File: config.mk
export PLATFORM = sky130hd
export DESIGN_NAME = tlv_deframer_with_flow_control
export DESIGN_NICKNAME = d
export VERILOG_FILES = /design/src/sv/tlvd_pkg.sv /design/src/sv/tlvd_parser.sv /design/src/sv/tlvd_out_buf.sv /design/src/sv/tlv_deframer_with_flow_control.sv
export SDC_FILE = /design/constraint.sdc
export NUM_CORES = 1
export LEC_CHECK = 0
export ABC_AREA = 1
export BUFFER_PORTS_ARGS = -buffer_cell sky130_fd_sc_hd__buf_2
export CORE_MARGIN = 2
export CORE_UTILIZATION = 60
export CTS_CLUSTER_DIAMETER = 100
export CTS_CLUSTER_SIZE = 30
export DETAILED_ROUTE_END_ITERATION = 8
export PLACE_DENSITY_LB_ADDON = 0.05
export REMOVE_ABC_BUFFERS = 1
export SLEW_MARGIN = 0
export SYNTH_ARGS = -nofsm -noshare
export SYNTH_HDL_FRONTEND = slang
export SYNTH_SLANG_ARGS = --single-unit
File: constraint.sdc
create_clock -name clk -period 5.2 [get_ports clk]
set_input_delay 0.52 -clock clk [delete_from_list [all_inputs] [get_ports clk]]
set_output_delay 0.52 -clock clk [all_outputs]
set_load 0.01 [all_outputs]
File: src/sv/tlvd_pkg.sv
// Package for the TLV deframer: operation and result-kind codes, the result record.
// Used by tlvd_parser, tlvd_out_buf, tlv_deframer_with_flow_control and the testbench. No dependencies.
package tlvd_pkg;

	// default handler count; channels at or above it route to handler 0
	localparam int HANDLER_COUNT_DEF = 8;

	// input operation codes (carried on s_tuser)
	localparam logic OP_RX   = 1'b0;
	localparam logic OP_SEND = 1'b1;

	// result kind codes (carried on m_tuser)
	localparam logic [1:0] KIND_PAYLOAD = 2'd0;
	localparam logic [1:0] KIND_EMPTY   = 2'd1;
	localparam logic [1:0] KIND_SEND    = 2'd2;

	// one result item
	typedef struct packed {
		logic [1:0] kind;
		logic [2:0] handler;
		logic [7:0] frame_channel;
		logic [7:0] payload_byte;
		logic [7:0] byte_index;
		logic       last;
		logic       send_accepted;
		logic       send_paused;
	} res_t;

	// result record with its valid flag, parser to output buffer
	typedef struct packed {
		logic valid;
		res_t res;
	} res_bus_t;

endpackage

File: src/sv/tlvd_parser.sv
// Frame parser: channel/length/payload state, send-pause flag and enable mask register.
// Computes the result of each accepted transaction in the same cycle. Depends on tlvd_pkg.
module tlvd_parser #(
	parameter int HANDLER_COUNT = tlvd_pkg::HANDLER_COUNT_DEF
) (
	input  logic               clk,
	input  logic               arst_n,
	input  logic               cfg_wr_en,
	input  logic [7:0]         cfg_wr_data,
	input  logic               in_fire,
	input  logic               in_op,
	input  logic [7:0]         in_byte,
	output tlvd_pkg::res_bus_t res_o
);

	localparam logic [1:0] PH_CHAN = 2'd0;
	localparam logic [1:0] PH_LEN  = 2'd1;
	localparam logic [1:0] PH_DATA = 2'd2;
	localparam logic [7:0] HC8     = 8'(HANDLER_COUNT);

	logic [1:0] phase_q, phase_n;
	logic [7:0] ch_q, ch_n;
	logic [7:0] len_q, len_n;
	logic [7:0] seen_q, seen_n;
	logic       fbz_q, fbz_n;
	logic       pause_q, pause_n;
	logic [7:0] mask_q;

	logic [7:0] route_ch;
	logic       route_en;
	logic       is_last;
	logic       fbz_eff;
	tlvd_pkg::res_bus_t res;

	// route of the current frame and whether its handler is enabled
	assign route_ch = (ch_q < HC8) ? ch_q : 8'd0;
	assign route_en = (route_ch < 8'd8) && mask_q[route_ch[2:0]];

	assign is_last = ({1'b0, seen_q} + 9'd1) >= {1'b0, len_q};
	assign fbz_eff = (seen_q == 8'd0) ? (in_byte == 8'd0) : fbz_q;

	// next state and result for one transaction
	always_comb begin
		phase_n = phase_q;
		ch_n    = ch_q;
		len_n   = len_q;
		seen_n  = seen_q;
		fbz_n   = fbz_q;
		pause_n = pause_q;
		res     = '0;
		if (in_op == tlvd_pkg::OP_SEND) begin
			pause_n                 = 1'b1;
			res.valid               = 1'b1;
			res.res.kind            = tlvd_pkg::KIND_SEND;
			res.res.send_accepted   = !pause_q;
		end else begin
			case (phase_q)
				PH_LEN: begin
					len_n   = in_byte;
					seen_n  = 8'd0;
					fbz_n   = 1'b0;
					phase_n = (in_byte != 8'd0) ? PH_DATA : PH_CHAN;
					if (in_byte == 8'd0 && ch_q != 8'd0 && route_en) begin
						res.valid             = 1'b1;
						res.res.kind          = tlvd_pkg::KIND_EMPTY;
						res.res.handler       = route_ch[2:0];
						res.res.frame_channel = ch_q;
						res.res.last          = 1'b1;
					end
				end
				PH_DATA: begin
					fbz_n  = fbz_eff;
					seen_n = seen_q + 8'd1;
					if (is_last)
						phase_n = PH_CHAN;
					if (ch_q == 8'd0) begin
						// flow-control frame: zero tag then pause value
						if (is_last && len_q == 8'd2 && fbz_eff)
							pause_n = (in_byte != 8'd0);
					end else if (route_en) begin
						res.valid             = 1'b1;
						res.res.kind          = tlvd_pkg::KIND_PAYLOAD;
						res.res.handler       = route_ch[2:0];
						res.res.frame_channel = ch_q;
						res.res.payload_byte  = in_byte;
						res.res.byte_index    = seen_q;
						res.res.last          = is_last;
					end
				end
				default: begin
					ch_n    = in_byte;
					phase_n = PH_LEN;
				end
			endcase
		end
		res.res.send_paused = pause_n;
		res.valid           = res.valid && in_fire;
	end

	assign res_o = res;

	// parse state, updated on each accepted transaction
	always_ff @(posedge clk or negedge arst_n) begin
		if (!arst_n) begin
			phase_q <= PH_CHAN;
			ch_q    <= 8'd0;
			len_q   <= 8'd0;
			seen_q  <= 8'd0;
			fbz_q   <= 1'b0;
			pause_q <= 1'b0;
		end else if (in_fire) begin
			phase_q <= phase_n;
			ch_q    <= ch_n;
			len_q   <= len_n;
			seen_q  <= seen_n;
			fbz_q   <= fbz_n;
			pause_q <= pause_n;
		end
	end

	// handler enable mask
	always_ff @(posedge clk or negedge arst_n) begin
		if (!arst_n)
			mask_q <= 8'd0;
		else if (cfg_wr_en)
			mask_q <= cfg_wr_data;
	end

	// a send request always answers and leaves the block paused
	a_send_answers: assert property (@(posedge clk) disable iff (!arst_n)
		in_fire && in_op == tlvd_pkg::OP_SEND |-> res_o.valid)
		else $error("send request without answer");
	a_send_pauses: assert property (@(posedge clk) disable iff (!arst_n)
		in_fire && in_op == tlvd_pkg::OP_SEND |=> pause_q)
		else $error("pause not set after send request");
	a_data_in_range: assert property (@(posedge clk) disable iff (!arst_n)
		phase_q == PH_DATA |-> seen_q < len_q)
		else $error("byte count ran past frame length");

endmodule

File: src/sv/tlvd_out_buf.sv
// Output register with a skid stage: holds results while the master side stalls.
// Depends on tlvd_pkg.
module tlvd_out_buf (
	input  logic               clk,
	input  logic               arst_n,
	input  tlvd_pkg::res_bus_t res_i,
	output logic               in_ready,
	output logic               out_valid,
	input  logic               out_ready,
	output tlvd_pkg::res_t     out_res
);

	logic           main_v_q, skid_v_q;
	tlvd_pkg::res_t main_q, skid_q;
	logic           out_fire;

	assign in_ready  = !skid_v_q;
	assign out_valid = main_v_q;
	assign out_res   = main_q;
	assign out_fire  = main_v_q && out_ready;

	// valid flags
	always_ff @(posedge clk or negedge arst_n) begin
		if (!arst_n) begin
			main_v_q <= 1'b0;
			skid_v_q <= 1'b0;
		end else if (!main_v_q || out_fire) begin
			main_v_q <= skid_v_q || res_i.valid;
			skid_v_q <= 1'b0;
		end else if (res_i.valid) begin
			skid_v_q <= 1'b1;
		end
	end

	// payload
	always_ff @(posedge clk) begin
		if (!main_v_q || out_fire)
			main_q <= skid_v_q ? skid_q : res_i.res;
		else if (res_i.valid)
			skid_q <= res_i.res;
	end

	a_skid_implies_main: assert property (@(posedge clk) disable iff (!arst_n)
		skid_v_q |-> main_v_q)
		else $error("skid stage full while output register empty");
	a_no_overrun: assert property (@(posedge clk) disable iff (!arst_n)
		skid_v_q && !out_fire |=> skid_v_q && $stable(skid_q))
		else $error("skid stage overwritten");
	a_result_lands: assert property (@(posedge clk) disable iff (!arst_n)
		res_i.valid && !main_v_q |=> main_v_q)
		else $error("result lost on empty buffer");

endmodule

File: src/sv/tlv_deframer_with_flow_control.sv
// TLV deframer with send flow control, top level.
// Results are registered in the output buffer before they reach the master side.
// Throughput: one input transaction per cycle; the skid stage keeps s_tready high
// for one stalled result, after which s_tready drops until m_tready drains it.
// Reset (arst_n, asynchronous): parser at channel byte, not paused, enable mask 0.
// Depends on tlvd_pkg, tlvd_parser, tlvd_out_buf.
module tlv_deframer_with_flow_control #(
	parameter int HANDLER_COUNT = tlvd_pkg::HANDLER_COUNT_DEF
) (
	input  logic        clk,
	input  logic        arst_n,
	// configuration: handler_enable_mask
	input  logic        cfg_wr_en,
	input  logic [7:0]  cfg_wr_data,
	// input stream
	input  logic        s_tvalid,
	output logic        s_tready,
	input  logic [7:0]  s_tdata,   // [7:0] rx_byte
	input  logic        s_tuser,   // [0] operation
	// result stream
	output logic        m_tvalid,
	input  logic        m_tready,
	output logic [31:0] m_tdata,   // [2:0] handler, [10:3] frame_channel, [18:11] payload_byte,
	                               // [26:19] byte_index, [27] send_accepted,
	                               // [28] send_paused, [31:29] zero
	output logic [1:0]  m_tuser,   // [1:0] kind
	output logic        m_tlast    // last
);

	tlvd_pkg::res_bus_t res_bus;
	tlvd_pkg::res_t     out_res;
	logic               in_fire;

	assign in_fire = s_tvalid && s_tready;

	tlvd_parser #(
		.HANDLER_COUNT(HANDLER_COUNT)
	) u_parser (
		.clk        (clk),
		.arst_n     (arst_n),
		.cfg_wr_en  (cfg_wr_en),
		.cfg_wr_data(cfg_wr_data),
		.in_fire    (in_fire),
		.in_op      (s_tuser),
		.in_byte    (s_tdata),
		.res_o      (res_bus)
	);

	tlvd_out_buf u_out_buf (
		.clk      (clk),
		.arst_n   (arst_n),
		.res_i    (res_bus),
		.in_ready (s_tready),
		.out_valid(m_tvalid),
		.out_ready(m_tready),
		.out_res  (out_res)
	);

	// pack the result transaction
	assign m_tdata = {3'b000, out_res.send_paused, out_res.send_accepted, out_res.byte_index,
		out_res.payload_byte, out_res.frame_channel, out_res.handler};
	assign m_tuser = out_res.kind;
	assign m_tlast = out_res.last;

endmodule

==> impl_metrics.env <==
export IMPL_drive_above_1_share=0.193
export IMPL_cts_hold_buf=0
export IMPL_path_buf_inv=3
export IMPL_postCtsSetupBuffers=0
export IMPL_grt_pass1_vias=3071
export IMPL_crit_required_ns=5.34
export IMPL_syn_instance_count=479
export IMPL_clkTransAtPathRegs_ns=0.11
export IMPL_p_leak_nw=2.41
export IMPL_synth_edf_count=64
export IMPL_yosys_warnings=0
export IMPL_maxCapViolations=0
export IMPL_synth_seq_cells=102
export IMPL_place_congestion=0.835
export IMPL_drc=0
export IMPL_power_switching_uw=740
export IMPL_clock_path_buffers=2
export IMPL_p_clk_frac=0.252
export IMPL_yosysMostFrequentCell="nand2_1"
export IMPL_synth_cell_types=31
export IMPL_synth_top_area_frac=0.410
export IMPL_period_share=0.553
export IMPL_crit_top_cell="nand2_1"
export IMPL_period_needed_ns=2.88
export IMPL_overflow=0
export IMPL_die_area_mm2=0.00853
export IMPL_dr_pass1_iters=6
export IMPL_antenna_cells=0
export IMPL_crit_family="simple AND/OR/NAND/NOR gates"
export IMPL_final_setup_viol_count=0
export IMPL_die_y_um=92.4
export IMPL_slew_headroom=0.428
export IMPL_wl_um=9330
export IMPL_grt_pass1_wl_um=15500
export IMPL_synthFlopType="edfxtp_1"
export IMPL_worstPathCellList="inv_1, nor3_1, xor2_1, inv_1, ha_1, nand2_1, inv_1, a21boi_0, o21ai_0, nand2_1, nand3_1, nand3_1, nand3_1, nand2_1, nand2_1"
export IMPL_cts_tree="yes"
export IMPL_h_tree_depth=3
export IMPL_hp_class="input pin to async pin"
export IMPL_cp_arrival_ns=3.01
export IMPL_skew_ns=0.0115
export IMPL_hold_violations=0
export IMPL_p_sw_frac=0.346
export IMPL_vias=3349
export IMPL_synthTopCellsByCount="131 x nand2_1, 64 x edfxtp_1, 50 x inv_1, 43 x o21ai_0, 39 x nor2_1"
export IMPL_design_area_mm2=0.00526
export IMPL_crit_type="register to register"
export IMPL_synthArstFlopShare=0.373
export IMPL_ant_nets=0
export IMPL_synth_area_leaders="edfxtp_1 41%, dfrtp_1 20%, nand2_1 10%, o21ai_0 4.6%, inv_1 4.0%"
export IMPL_grt_max_degree=39
export IMPL_max_stage_delay_ns=0.45
export IMPL_syn_area_per_cell_um2=9.78
export IMPL_cts_sinks=102
export IMPL_peakVddDrop_mv=0.248
export IMPL_clock_latency_ns=0.38
export IMPL_worst_path_max_fanout=4
export IMPL_pwr_share_seq=0.505
export IMPL_combPwrFrac=0.243
export IMPL_cts_root_buf="clkbuf_8"
export IMPL_drtIter0Drc=241
export IMPL_die_w_um=92.4
export IMPL_ys_seq_area_frac=0.613
export IMPL_timing_fmax_mhz=348
export IMPL_cp_end_kind="register"
export IMPL_final_max_slew_viol_count=0
export IMPL_wire_per_inst_um=14.6
export IMPL_nets=568
export IMPL_syn2layout_area_growth_pct=12.2
export IMPL_setup_worst_path_start_class="register"
export IMPL_track_usage=0.238
export IMPL_antenna_found_initial=0
export IMPL_finalSetupTns_ns=0
export IMPL_start_util=0.613
export IMPL_p_per_area_mw_per_mm2=407
export IMPL_synth_area_leader_cell="edfxtp_1"
export IMPL_placed_cell_area_mm2=0.00504
export IMPL_ctsResizeCount=0
export IMPL_vias_per_cell=5.22
export IMPL_placementRows=32
export IMPL_tightest_slew_ns=0.858
export IMPL_core_area_mm2=0.00765
export IMPL_ioPinCount=59
export IMPL_nFillCells=631
export IMPL_hpwlAfterDp_um=6700
export IMPL_cpMaxStageDelayCell="dfrtp_1"
export IMPL_outcome="finished clean"
export IMPL_syn_area_mm2=0.00468
export IMPL_rsz0062_at_grt="no"
export IMPL_p_int_mw=1.40
export IMPL_port_buffers=55
export IMPL_cts_buffers=9
[cells by family after synthesis]
family | count (synthesis) | share of synthesized area
xor gates and xnor gates | 6 | 0.0112
and+or+nand+nor | 218 | 0.200
DFF | 102 | 0.613
AOI/OAI and AO/OA | 64 | 0.0708
adders and majority gates | 12 | 0.0321
muxes | 4 | 0.00961
buffers and inverters | 72 | 0.0622
other | 1 | 0.000801
[per-stage QoR]
step / std cells / util / total power [mW] / hold WS [ns] / setup slack (ns)
3_3_place_gp: 625 / 0.659 / 1.60 / 0.481 / 2.42
3_5_place_dp: 625 / 0.659 / 1.61 / 0.480 / 2.39
5_1_grt: 641 / 0.687 / 2.27 / 0.278 / 2.09
2_1_floorplan: 465 / - / 1.44 / 0.224 / 2.00
6_report: 641 / 0.687 / 2.14 / 0.236 / 2.32
4_1_cts: 641 / 0.687 / 2.14 / 0.263 / 2.36
[registers in the layout (all words and copies together), names as in the netlist]
| signal | cells |
|---|---|
| u_out_buf.out_res | 32 |
| u_out_buf.out_valid | 1 |
| u_out_buf.skid_q | 32 |
| u_out_buf.skid_v_q | 1 |
| u_parser.ch_q | 8 |
| u_parser.fbz_q | 1 |
| u_parser.len_q | 8 |
| u_parser.mask_q | 8 |
| u_parser.pause_q | 1 |
| u_parser.phase_q | 2 |
| u_parser.seen_q | 8 |
[worst paths after layout]
kind                               startpoint              endpoint  cells past startpoint  slack [ns]
setup / recovery           u_parser.seen_q[0]  u_out_buf.out_res[0]                     15        2.32
hold / removal                         arst_n    u_parser.seen_q[0]                      1        0.24
setup reg to reg           u_parser.seen_q[0]  u_out_buf.out_res[0]                     15        2.32
hold reg to reg             u_parser.len_q[1]     u_parser.len_q[1]                      2        0.50
max in group asynchronous              arst_n      u_parser.ch_q[1]                      1        4.43
min in group clk               cfg_wr_data[4]    u_parser.mask_q[4]                      3        0.34
[layer usage]
layer | up-vias | wire, um | global-route usage
li1 | 1672 | - | -
met1 | 1549 | 4410 | 0.358
met2 | 118 | 4190 | 0.353
met3 | 10 | 630 | 0.0488
met4 | 0 | 99 | 0.0709
met5 | - | 0 | 0
[cell type report]
class	count	area [um2]	area share
repair buffers	58	298	0.0567
clock buffers	9	124	0.0236
clock inverters	7	91.3	0.0174
well taps	102	128	0.0243
multi-input cells	307	1530	0.291
flip-flops and latches	102	2870	0.547
inverters	56	211	0.0402
[worst reg2reg max path: stages, from the launching register on]
cell and delay, ns:
dfrtp_1 0.45, inv_1 0.11, nor3_1 0.42, xor2_1 0.24, inv_1 0.07, ha_1 0.26
nand2_1 0.06, inv_1 0.06, a21boi_0 0.22, o21ai_0 0.11, nand2_1 0.06, nand3_1 0.15
nand3_1 0.12, nand3_1 0.13, nand2_1 0.09, nand2_1 0.09
[power by group through the flow]
stage	combinational, mW	sequential, mW	clock, mW
global placement	0.506	1.09	0
CTS	0.521	1.08	0.544
detailed placement	0.517	1.10	0
finish	0.520	1.08	0.539
floorplan	0.348	1.09	0
global route	0.594	1.10	0.578
[layout by cell type, fill, tap and decap left out, drive strengths merged, types with 6 or more instances in the layout]
cell type / count
clkbuf: 9
nor2: 47
a21oi: 6
dfrtp: 38
edfxtp: 64
o21ai: 54
nand2: 141
xor2: 6
nand3: 16
ha: 12
inv: 56
buf: 58
No activity file was read; power rests on OpenSTA's default activity.
